### src/dba_pkg.sv
// dba_pkg: shared types and codes for the disk block allocator.
// No dependencies; compiled before every other file.
`default_nettype none

package dba_pkg;

  // Field widths fixed by the request and result formats
  localparam int ID_W    = 8;
  localparam int CNT_W   = 7;
  localparam int DIR_W   = ID_W + CNT_W;

  // Request actions
  localparam logic ACT_ALLOC = 1'b0;
  localparam logic ACT_FREE  = 1'b1;

  // Block table marks
  typedef enum logic [1:0] {
    MARK_FREE   = 2'd0,
    MARK_START  = 2'd1,
    MARK_MIDDLE = 2'd2,
    MARK_END    = 2'd3
  } dba_mark_t;

  // Result status codes
  typedef enum logic [1:0] {
    ST_OK        = 2'd0,
    ST_NO_SPACE  = 2'd1,
    ST_DIR_FULL  = 2'd2,
    ST_NOT_FOUND = 2'd3
  } dba_status_t;

  // Sequencer states
  typedef enum logic [2:0] {
    S_CLEAR,   // sweep table and directory after reset or size write
    S_IDLE,    // waiting for a request
    S_FIND,    // streaming table reads for the first free block
    S_RUN,     // checking the rest of the run is free
    S_DSCAN,   // streaming directory reads for a slot or an id
    S_MARK,    // writing the run marks
    S_WALK,    // freeing blocks up to the end mark
    S_DONE     // handing the result to the output register
  } dba_state_t;

endpackage

`default_nettype wire

### src/dba_if.sv
// dba_in_if / dba_out_if: valid/ready channels for requests and results.
// Depends on dba_pkg for the field widths.
`default_nettype none

interface dba_in_if import dba_pkg::*; ();
  logic             valid;
  logic             ready;
  logic             action;
  logic [ID_W-1:0]  file_id;
  logic [CNT_W-1:0] block_count;

  modport source (output valid, action, file_id, block_count, input ready);
  modport sink   (input valid, action, file_id, block_count, output ready);
endinterface

interface dba_out_if import dba_pkg::*; ();
  logic             valid;
  logic             ready;
  logic [1:0]       status;
  logic [CNT_W-1:0] start_block;
  logic [CNT_W-1:0] free_count;

  modport source (output valid, status, start_block, free_count, input ready);
  modport sink   (input valid, status, start_block, free_count, output ready);
endinterface

`default_nettype wire

### src/dba_ram.sv
// dba_ram: generic simple dual-port RAM, one write and one registered read port.
// No dependencies.
`default_nettype none

module dba_ram #(
  parameter int WIDTH = 8,
  parameter int DEPTH = 16
) (
  input  wire logic                                      clk,
  input  wire logic                                      we,
  input  wire logic [((DEPTH > 1) ? $clog2(DEPTH) : 1)-1:0] waddr,
  input  wire logic [WIDTH-1:0]                          wdata,
  input  wire logic [((DEPTH > 1) ? $clog2(DEPTH) : 1)-1:0] raddr,
  output logic      [WIDTH-1:0]                          rdata
);

  logic [WIDTH-1:0] mem [DEPTH];

  // write port
  always_ff @(posedge clk) begin
    if (we) begin
      mem[waddr] <= wdata;
    end
  end

  // registered read port
  always_ff @(posedge clk) begin
    rdata <= mem[raddr];
  end

endmodule

`default_nettype wire

### src/disk_block_allocator.sv
// disk_block_allocator: contiguous block allocator with a file directory.
// Depends on dba_pkg, dba_in_if / dba_out_if and dba_ram.
//
//   channel   | dir | handshake          | payload
//   ----------+-----+--------------------+-------------------------------------
//   in_ch     | in  | valid / ready      | action, file_id, block_count
//   out_ch    | out | valid / ready      | status, start_block, free_count
//   cfg_*     | in  | cfg_we (no stall)  | cfg_wdata = disk_blocks
//
// One request at a time, one table or directory entry per cycle through the
// RAM port. Allocate finds the first free block, checks the rest of the run
// from there only, takes a directory slot and writes the marks; free finds
// the directory entry and walks the blocks to the end mark. Reset and every
// cfg write start a clearing pass during which no request is taken.
// A finished result sits in the output register, so the next request is
// taken while it waits for out_ch.ready.
`default_nettype none

module disk_block_allocator import dba_pkg::*; #(
  parameter int NUM_BLOCKS  = 64,
  parameter int DIR_ENTRIES = 16
) (
  input  wire logic             clk,
  input  wire logic             rst_n,
  dba_in_if.sink                in_ch,
  dba_out_if.source             out_ch,
  input  wire logic             cfg_we,
  input  wire logic [CNT_W-1:0] cfg_wdata
);

  localparam int BW = $clog2(NUM_BLOCKS);
  localparam int DW = (DIR_ENTRIES > 1) ? $clog2(DIR_ENTRIES) : 1;
  localparam int IW = ($clog2(DIR_ENTRIES + 2) > 8) ? $clog2(DIR_ENTRIES + 2) : 8;
  localparam logic [CNT_W-1:0] DB_RESET =
    (NUM_BLOCKS < 64) ? CNT_W'(NUM_BLOCKS) : CNT_W'(64);

  dba_state_t       state_r, state_nxt;
  logic [IW-1:0]    idx_r, idx_nxt;
  logic             dvld_r, dvld_nxt;
  logic [CNT_W-1:0] disk_blocks_r;
  logic [CNT_W-1:0] free_total_r, free_nxt;
  logic [CNT_W-1:0] f_r, f_nxt;
  logic [CNT_W-1:0] start_r, start_nxt;
  dba_status_t      status_r, status_nxt;
  logic             req_act_r;
  logic [ID_W-1:0]  req_id_r;
  logic [CNT_W-1:0] req_cnt_r;

  logic             out_valid_r;
  dba_status_t      out_status_r;
  logic [CNT_W-1:0] out_start_r;
  logic [CNT_W-1:0] out_free_r;
  logic             load_out;

  logic             in_fire;
  logic [CNT_W-1:0] cfg_v;
  logic [IW-1:0]    db;
  logic [IW-1:0]    chk_i;
  logic [IW-1:0]    last_i;

  // block table RAM
  logic             blk_we;
  logic [BW-1:0]    blk_waddr, blk_raddr;
  logic [1:0]       blk_wdata, blk_rdata;

  // directory RAM: {file id, zero-based start block}
  logic             dir_we;
  logic [DW-1:0]    dir_waddr, dir_raddr;
  logic [DIR_W-1:0] dir_wdata, dir_rdata;
  logic [ID_W-1:0]  dir_file;
  logic [CNT_W-1:0] dir_start;
  logic             dir_hit;

  dba_ram #(.WIDTH(2), .DEPTH(NUM_BLOCKS)) u_blk_ram (
    .clk   (clk),
    .we    (blk_we),
    .waddr (blk_waddr),
    .wdata (blk_wdata),
    .raddr (blk_raddr),
    .rdata (blk_rdata)
  );

  dba_ram #(.WIDTH(DIR_W), .DEPTH(DIR_ENTRIES)) u_dir_ram (
    .clk   (clk),
    .we    (dir_we),
    .waddr (dir_waddr),
    .wdata (dir_wdata),
    .raddr (dir_raddr),
    .rdata (dir_rdata)
  );

  // Size register clamp: zero reads as one, oversize as the table depth
  always_comb begin
    if (cfg_wdata == '0) begin
      cfg_v = CNT_W'(1);
    end else if (32'(cfg_wdata) > NUM_BLOCKS) begin
      cfg_v = CNT_W'(NUM_BLOCKS);
    end else begin
      cfg_v = cfg_wdata;
    end
  end

  assign in_fire   = in_ch.valid && in_ch.ready;
  assign db        = IW'(disk_blocks_r);
  // RAM data on the port belongs to the address issued in the previous cycle
  assign chk_i     = idx_r - IW'(1);
  assign last_i    = IW'(f_r) + IW'(req_cnt_r) - IW'(1);
  assign dir_file  = dir_rdata[DIR_W-1:CNT_W];
  assign dir_start = dir_rdata[CNT_W-1:0];
  assign dir_hit   = (req_act_r == ACT_ALLOC) ? (dir_file == '0) : (dir_file == req_id_r);

  // Sequencer: next state, RAM accesses and result
  always_comb begin
    state_nxt  = state_r;
    idx_nxt    = idx_r;
    dvld_nxt   = 1'b0;
    f_nxt      = f_r;
    start_nxt  = start_r;
    status_nxt = status_r;
    free_nxt   = free_total_r;
    blk_we     = 1'b0;
    blk_waddr  = BW'(idx_r);
    blk_wdata  = MARK_FREE;
    blk_raddr  = BW'(idx_r);
    dir_we     = 1'b0;
    dir_waddr  = DW'(idx_r);
    dir_wdata  = '0;
    dir_raddr  = DW'(idx_r);
    in_ch.ready = 1'b0;
    load_out   = 1'b0;

    unique case (state_r)
      S_CLEAR: begin
        blk_we  = (idx_r < db);
        dir_we  = (idx_r < IW'(DIR_ENTRIES));
        idx_nxt = idx_r + IW'(1);
        if ((idx_r + IW'(1) >= db) && (idx_r + IW'(1) >= IW'(DIR_ENTRIES))) begin
          state_nxt = S_IDLE;
        end
      end

      S_IDLE: begin
        in_ch.ready = 1'b1;
        if (in_ch.valid) begin
          idx_nxt    = '0;
          start_nxt  = '0;
          status_nxt = ST_OK;
          if (in_ch.action == ACT_ALLOC) begin
            if (in_ch.block_count == '0) begin
              status_nxt = ST_NO_SPACE;
              state_nxt  = S_DONE;
            end else begin
              state_nxt = S_FIND;
            end
          end else if (in_ch.file_id == '0) begin
            status_nxt = ST_NOT_FOUND;
            state_nxt  = S_DONE;
          end else begin
            state_nxt = S_DSCAN;
          end
        end
      end

      // first free block, one entry per cycle
      S_FIND: begin
        idx_nxt  = idx_r + IW'(1);
        dvld_nxt = 1'b1;
        if (dvld_r) begin
          if (blk_rdata == MARK_FREE) begin
            f_nxt = CNT_W'(chk_i);
            if (IW'(req_cnt_r) > (db - chk_i)) begin
              status_nxt = ST_NO_SPACE;
              state_nxt  = S_DONE;
            end else if (req_cnt_r == CNT_W'(1)) begin
              idx_nxt  = '0;
              dvld_nxt = 1'b0;
              if (req_id_r == '0) begin
                status_nxt = ST_DIR_FULL;
                state_nxt  = S_DONE;
              end else begin
                state_nxt = S_DSCAN;
              end
            end else begin
              state_nxt = S_RUN;
            end
          end else if (chk_i + IW'(1) >= db) begin
            status_nxt = ST_NO_SPACE;
            state_nxt  = S_DONE;
          end
        end
      end

      // hole check over the rest of the run
      S_RUN: begin
        idx_nxt  = idx_r + IW'(1);
        dvld_nxt = 1'b1;
        if (dvld_r) begin
          if (blk_rdata != MARK_FREE) begin
            status_nxt = ST_NO_SPACE;
            state_nxt  = S_DONE;
          end else if (chk_i == last_i) begin
            idx_nxt  = '0;
            dvld_nxt = 1'b0;
            if (req_id_r == '0) begin
              status_nxt = ST_DIR_FULL;
              state_nxt  = S_DONE;
            end else begin
              state_nxt = S_DSCAN;
            end
          end
        end
      end

      // directory: first empty slot for allocate, first match for free
      S_DSCAN: begin
        idx_nxt  = idx_r + IW'(1);
        dvld_nxt = 1'b1;
        if (dvld_r) begin
          if (dir_hit) begin
            dir_we    = 1'b1;
            dir_waddr = DW'(chk_i);
            dvld_nxt  = 1'b0;
            if (req_act_r == ACT_ALLOC) begin
              dir_wdata = {req_id_r, f_r};
              start_nxt = f_r + CNT_W'(1);
              idx_nxt   = IW'(f_r);
              state_nxt = S_MARK;
            end else begin
              start_nxt = dir_start + CNT_W'(1);
              idx_nxt   = IW'(dir_start);
              state_nxt = S_WALK;
            end
          end else if (chk_i + IW'(1) >= IW'(DIR_ENTRIES)) begin
            status_nxt = (req_act_r == ACT_ALLOC) ? ST_DIR_FULL : ST_NOT_FOUND;
            state_nxt  = S_DONE;
          end
        end
      end

      // write start / middle / end marks; a single block is marked end
      S_MARK: begin
        blk_we  = 1'b1;
        idx_nxt = idx_r + IW'(1);
        if (idx_r == last_i) begin
          blk_wdata  = MARK_END;
          free_nxt   = free_total_r - req_cnt_r;
          status_nxt = ST_OK;
          state_nxt  = S_DONE;
        end else if (idx_r == IW'(f_r)) begin
          blk_wdata = MARK_START;
        end else begin
          blk_wdata = MARK_MIDDLE;
        end
      end

      // free walk: read ahead, clear the block behind
      S_WALK: begin
        idx_nxt  = idx_r + IW'(1);
        dvld_nxt = 1'b1;
        if (dvld_r) begin
          blk_we    = 1'b1;
          blk_waddr = BW'(chk_i);
          if (blk_rdata != MARK_FREE) begin
            free_nxt = free_total_r + CNT_W'(1);
          end
          if ((blk_rdata == MARK_END) || (chk_i + IW'(1) >= db)) begin
            status_nxt = ST_OK;
            state_nxt  = S_DONE;
          end
        end
      end

      S_DONE: begin
        if (!out_valid_r || out_ch.ready) begin
          load_out  = 1'b1;
          state_nxt = S_IDLE;
        end
      end
    endcase
  end

  // Sequencer registers; a size write restarts the clearing pass
  always_ff @(posedge clk) begin
    if (!rst_n) begin
      state_r       <= S_CLEAR;
      idx_r         <= '0;
      dvld_r        <= 1'b0;
      disk_blocks_r <= DB_RESET;
      free_total_r  <= DB_RESET;
    end else if (cfg_we) begin
      state_r       <= S_CLEAR;
      idx_r         <= '0;
      dvld_r        <= 1'b0;
      disk_blocks_r <= cfg_v;
      free_total_r  <= cfg_v;
    end else begin
      state_r      <= state_nxt;
      idx_r        <= idx_nxt;
      dvld_r       <= dvld_nxt;
      free_total_r <= free_nxt;
    end
  end

  // Request and working payload
  always_ff @(posedge clk) begin
    f_r      <= f_nxt;
    start_r  <= start_nxt;
    status_r <= status_nxt;
    if (in_fire) begin
      req_act_r <= in_ch.action;
      req_id_r  <= in_ch.file_id;
      req_cnt_r <= in_ch.block_count;
    end
  end

  // Output register
  always_ff @(posedge clk) begin
    if (!rst_n) begin
      out_valid_r <= 1'b0;
    end else if (load_out) begin
      out_valid_r <= 1'b1;
    end else if (out_ch.ready) begin
      out_valid_r <= 1'b0;
    end
  end

  always_ff @(posedge clk) begin
    if (load_out) begin
      out_status_r <= status_r;
      out_start_r  <= (status_r == ST_OK) ? start_r : '0;
      out_free_r   <= free_total_r;
    end
  end

  assign out_ch.valid       = out_valid_r;
  assign out_ch.status      = out_status_r;
  assign out_ch.start_block = out_start_r;
  assign out_ch.free_count  = out_free_r;

  // Checks
  a_free_bound: assert property (@(posedge clk) disable iff (!rst_n)
    free_total_r <= disk_blocks_r)
    else $error("free block count exceeds disk size");

  a_start_ok: assert property (@(posedge clk) disable iff (!rst_n)
    out_ch.valid |-> ((out_ch.status == ST_OK) == (out_ch.start_block != '0)))
    else $error("start block does not agree with status");

  a_cfg_clear: assert property (@(posedge clk) disable iff (!rst_n)
    cfg_we |=> (state_r == S_CLEAR))
    else $error("size write did not start a clearing pass");

  a_accept_busy: assert property (@(posedge clk) disable iff (!rst_n)
    (in_fire && !cfg_we) |=> (state_r != S_IDLE))
    else $error("accepted transaction left the sequencer idle");

endmodule

`default_nettype wire
### src/flat_wrapper.sv
// flat-port wrapper written by rule: the top's interface ports become plain ports
module disk_block_allocator_flat import dba_pkg::*;
#(
  parameter int NUM_BLOCKS  = 64,
  parameter int DIR_ENTRIES = 16
)
  (clk, rst_n, cfg_we, cfg_wdata, in_ch_valid, in_ch_action, in_ch_file_id, in_ch_block_count, in_ch_ready, out_ch_valid, out_ch_status, out_ch_start_block, out_ch_free_count, out_ch_ready);
  dba_in_if in_ch_i ();
  dba_out_if out_ch_i ();
  input  wire logic clk;
  input  wire logic rst_n;
  input  wire logic cfg_we;
  input  wire logic [CNT_W-1:0] cfg_wdata;
  input wire logic [$bits(in_ch_i.valid)-1:0] in_ch_valid;
  input wire logic [$bits(in_ch_i.action)-1:0] in_ch_action;
  input wire logic [$bits(in_ch_i.file_id)-1:0] in_ch_file_id;
  input wire logic [$bits(in_ch_i.block_count)-1:0] in_ch_block_count;
  output wire logic [$bits(in_ch_i.ready)-1:0] in_ch_ready;
  output wire logic [$bits(out_ch_i.valid)-1:0] out_ch_valid;
  output wire logic [$bits(out_ch_i.status)-1:0] out_ch_status;
  output wire logic [$bits(out_ch_i.start_block)-1:0] out_ch_start_block;
  output wire logic [$bits(out_ch_i.free_count)-1:0] out_ch_free_count;
  input wire logic [$bits(out_ch_i.ready)-1:0] out_ch_ready;
  assign in_ch_i.valid = in_ch_valid;
  assign in_ch_i.action = in_ch_action;
  assign in_ch_i.file_id = in_ch_file_id;
  assign in_ch_i.block_count = in_ch_block_count;
  assign in_ch_ready = in_ch_i.ready;
  assign out_ch_valid = out_ch_i.valid;
  assign out_ch_status = out_ch_i.status;
  assign out_ch_start_block = out_ch_i.start_block;
  assign out_ch_free_count = out_ch_i.free_count;
  assign out_ch_i.ready = out_ch_ready;
  disk_block_allocator #(.NUM_BLOCKS(NUM_BLOCKS), .DIR_ENTRIES(DIR_ENTRIES)) u_core (.clk(clk), .rst_n(rst_n), .in_ch(in_ch_i), .out_ch(out_ch_i), .cfg_we(cfg_we), .cfg_wdata(cfg_wdata));
endmodule
### config.mk
export PLATFORM = sky130hd
export DESIGN_NAME = disk_block_allocator_flat
export DESIGN_NICKNAME = d
export VERILOG_FILES = /design/src/dba_pkg.sv /design/src/dba_if.sv /design/src/dba_ram.sv /design/src/disk_block_allocator.sv /design/src/flat_wrapper.sv
export SDC_FILE = /design/constraint.sdc
export NUM_CORES = 1
export LEC_CHECK = 0
export BUFFER_PORTS_ARGS = -buffer_cell sky130_fd_sc_hd__buf_2
export CAP_MARGIN = 20
export CORE_ASPECT_RATIO = 1.75
export CORE_MARGIN = 2
export CORE_UTILIZATION = 35
export CTS_BUF_LIST = sky130_fd_sc_hd__clkbuf_8
export CTS_CLUSTER_DIAMETER = 150
export DETAILED_ROUTE_END_ITERATION = 10
export GPL_ROUTABILITY_DRIVEN = 0
export GPL_TIMING_DRIVEN = 0
export PLACE_DENSITY_LB_ADDON = 0.08
export SKIP_CTS_REPAIR_TIMING = 1
export SLEW_MARGIN = 30
export SYNTH_ARGS = -nofsm -noshare
export SYNTH_HDL_FRONTEND = slang
export SYNTH_SLANG_ARGS = --single-unit
### constraint.sdc
create_clock -name clk -period 11.86 [get_ports clk]
set_input_delay 2.372 -clock clk [delete_from_list [all_inputs] [get_ports clk]]
set_output_delay 2.372 -clock clk [all_outputs]
set_load 0.01 [all_outputs]
==> results.md <==
- Status: finished clean
- Routed len/inst: 25.92 um
- Synth Cell Area: 0.02089 mm2
- Iteration-0 DRC Markers: 779
- Worst Path Required: 12390 ps
- Worst Path Class, Setup: flop to flop
- Share of cells above drive strength 1: 22.06%
- Syn Area/Cell: 15.29 um2
- Final Critical Period: 7719 ps
- Die Wd: 188.7 um
- Synth unique cells: 75
- Via count: 12410
- Worst Min Path Start: u_core.free_total_r[6]$_SDFFE_PN1P_
- Area contributors post-synth: edfxtp_1 60%, mux4_2 13%, dfxtp_1 4.2%
- DP Cell Count: 2218
- EDFF count, synth: 416
- Top cell by count, worst path: a21oi_1
- Sequential area share after synthesis: 64.03%
- Largest net degree at the start of global routing: 27
- RSZ-0062 raised after global routing: false
- H-tree levels: 3
- Main synth FF type: edfxtp_1
- Adder-cell share of the synthesized area: 3.774%
- Worst Skew: 40.20 ps
- Grt ovf: 0
- Hold WC Path Type: flop to flop
- Clock latency on the worst-skew pair: 680 ps
- Worst-path clk slew: 60 ps
- Worst reg2reg startpoint: u_core.idx_r[1]$_SDFFE_PP0P_
- Final nets: 1602
- Clock buffer count from CTS: 75
- Seq cells post-synth: 460
- Die footprint: 0.06172 mm2
- Most Crowded Layer GR: met2
- Max Fclk: 129.5 MHz
- CTS root buffer: clkbuf_8
- R2R depth: 26
- Flop2flop setup slack: 4140 ps
- Final period util: 65.09%
- Worst VDD drop: 75.82 uV
- Vias per cell: 5.271
- Startpoint types: flop
- Post-synthesis compound-gate area fraction: 5.985%
- Post-Place Cell Area: 0.02275 mm2
- Final instance area: 0.02411 mm2
- Area Growth Syn to Fin: 15.43%
- Worst path bufs/invs: 7
- Initial Utilization: 35.37%
- Simple-gate share of the synthesized area: 7.991%
- Cells after Synth: 1366
- GRT Util Overall: 20.27%
- Pwr Density: 133.2 mW/mm2
- RR Endpoint: u_core.idx_r[7]$_SDFFE_PP0P_
- Critical path's top delay family: compound AO/OA/AOI/OAI gates
- Critical path launch point: u_core.idx_r[1]$_SDFFE_PP0P_
- Worst path max stage delay: 590 ps
- Largest family of logic cells by synthesized area: multiplexers
- Vias in the first global route: 13560
- Top Ports: 46
- First-pass GRT wire length: 89.54 mm
- Endpoint, Worst Hold: u_core.out_ch.free_count[6]$_DFFE_PP_
- Setup violators final: 0
- Synth Area in XOR/XNOR: 3.247%
- Drt pass-1 iters: 5
- I/O Buffers: 45
- Slew @ Worst Pin: 1006 ps
- Chip height: 327.2 um
- Worst rel slew slack: 32.41%
- Hold Path Stages: 0
- Hold Violations, Final: 0
- Yosys warning total: 0
- Hold WS: 445.1 ps
- Global Route met3 Usage: 3.418%
- Drt total wl: 61.01 mm
- CP Capture Type: flop
- Slew Viols, Final: 0
- Post-synth top area share: 59.81%
- Pre-CTS setup slack: 4121 ps
- Clock sink count: 460
- Post-Syn Nets: 1453
- Post-route setup slack: 4141 ps
- DP HPWL: 44.10 mm
- Core area: 0.05906 mm2
- Met2 usage: 39.60%
- Max FO, Critical Path: 10
- Post-Route Setup TNS: 0 ps
- Post-DRT Antenna Nets: 0
- Synth area leader: edfxtp_1
- Multiplexer area fraction after synthesis: 12.81%
- Initial antenna violation count: 1
- GR Layer Usage met1: 20.72%
- # Max-Cap Violations: 0
- Row count: 118
- Arr. time, crit path: 8250 ps
- DRC viols: 0
- Crit-path slowest cell: clkbuf_1
- TritonCTS clock tree: yes
- Leak Pwr: 7.313 nW
- Max clock buf depth: 3
- Non-Filler Instances: 2354
- Async set-or-reset flop fraction in the synthesized netlist: 0%
==> layout by cell type (no fill, tap or decap), types with 7 or more instances in the layout <==
cell type / n
buf_8: 11
clkinv_2: 7
inv_1: 84
o211ai_1: 8
clkinv_1: 17
clkbuf_8: 78
o31ai_1: 7
a21oi_1: 40
o21a_1: 11
mux4_2: 117
o21ai_0: 39
nand3_1: 35
edfxtp_1: 416
nand2b_1: 14
nor2b_1: 9
a31oi_1: 9
and3_1: 8
nor3_1: 18
a21o_1: 11
nor4_1: 12
dfxtp_1: 44
clkbuf_1: 36
and2_1: 19
ha_1: 55
or3_1: 8
nor2_1: 117
xor2_1: 23
buf_16: 9
nor2_4: 14
buf_2: 56
xnor2_1: 43
nand2_1: 60
==> area by class of cell <==
| class | count | area (um2) |
|---|---|---|
| antenna | 1 | 2.502 |
| buffer | 56 | 245.2 |
| clock buffer | 78 | 1074 |
| clock inverter | 57 | 257.7 |
| fill | 5585 | 34950 |
| inverter | 59 | 221.5 |
| multi-input combinational | 791 | 7266 |
| sequential | 460 | 13370 |
| tap | 780 | 975.9 |
| timing repair buffer | 72 | 694.4 |
==> how the worst max path moves through the flow <==
stage                                                 end  depth (start not counted)
floorplan                    u_core.idx_r[0]$_SDFFE_PP0P_                         26
global placement    u_core.u_blk_ram.mem[16][1]$_DFFE_PP_                          8
detailed placement           u_core.idx_r[6]$_SDFFE_PP0P_                         26
CTS                          u_core.idx_r[6]$_SDFFE_PP0P_                         26
global route                 u_core.idx_r[7]$_SDFFE_PP0P_                         26
finish                       u_core.idx_r[7]$_SDFFE_PP0P_                         26
==> worst reg2reg max path: cells and delay by family, from the launching register on <==
kind	cells	cell delay, ps
fa+ha+maj	4	1340
flops	1	370
buf+inv	7	2680
xor+xnor	2	420
compound gates	13	2770
==> metrics by stage <==
step           power [mW]  util (%)
6_report            3.212     40.82
3_3_place_gp        1.985     37.40
2_1_floorplan       1.920         -
5_1_grt             3.349     40.82
4_1_cts             3.268     40.78
3_5_place_dp        1.991     38.53
==> power by group <==
part	switching, mW	internal, mW
Combinational	0.106	0.0733
Clock	0.644	0.613
Sequential	0.0116	1.76
==> synthesized netlist by cell type, drive strengths merged, types with 4 or more instances <==
master  number
nand4        6
inv         57
nor2b       10
clkbuf      39
dfxtp       44
nand2b      14
buf         17
o21bai       4
edfxtp     416
xnor2       44
a22oi        6
or2          5
a211o        4
nand3       35
fa           4
a21oi       41
nor4        13
mux4       117
ha          55
xor2        23
or3          9
and2        21
a21o        11
a211oi       5
o21a        11
nand2       60
nor2       133
a31oi       10
o21ai       45
o31ai       10
and3         8
o211ai       8
nor3        25
==> kinds of logic (layout without fill, tap and decap cells) <==
group           after synthesis  count (layout)
xor+xnor                     71              71
buf+inv                     115             322
other cells                   0               1
mux                         121             121
flops                       460             460
simple gates                350             350
compound gates              188             188
fa+ha+maj                    61              61
==> state kept, by name, summed over array words and instances (netlist names), 3 cells and up <==
| name | count |
|---|---|
| u_core.out_ch.start_block | 7 |
| u_core.req_id_r | 8 |
| u_core.idx_r | 8 |
| u_core.u_blk_ram.mem | 128 |
| u_core.out_ch.free_count | 7 |
| u_core.f_r | 7 |
| u_core.free_total_r | 7 |
| u_core.u_dir_ram.rdata | 15 |
| u_core.state_r | 3 |
| u_core.disk_blocks_r | 7 |
| u_core.start_r | 7 |
| u_core.u_dir_ram.mem | 240 |
| u_core.req_cnt_r | 7 |
==> routing by layer <==
layer	vias up	part of all wire, %
li1	5620	-
met1	6332	36
met2	308	57
met3	149	3.6
met4	0	4.1
met5	-	0
No activity file was read; power rests on OpenSTA's default activity.
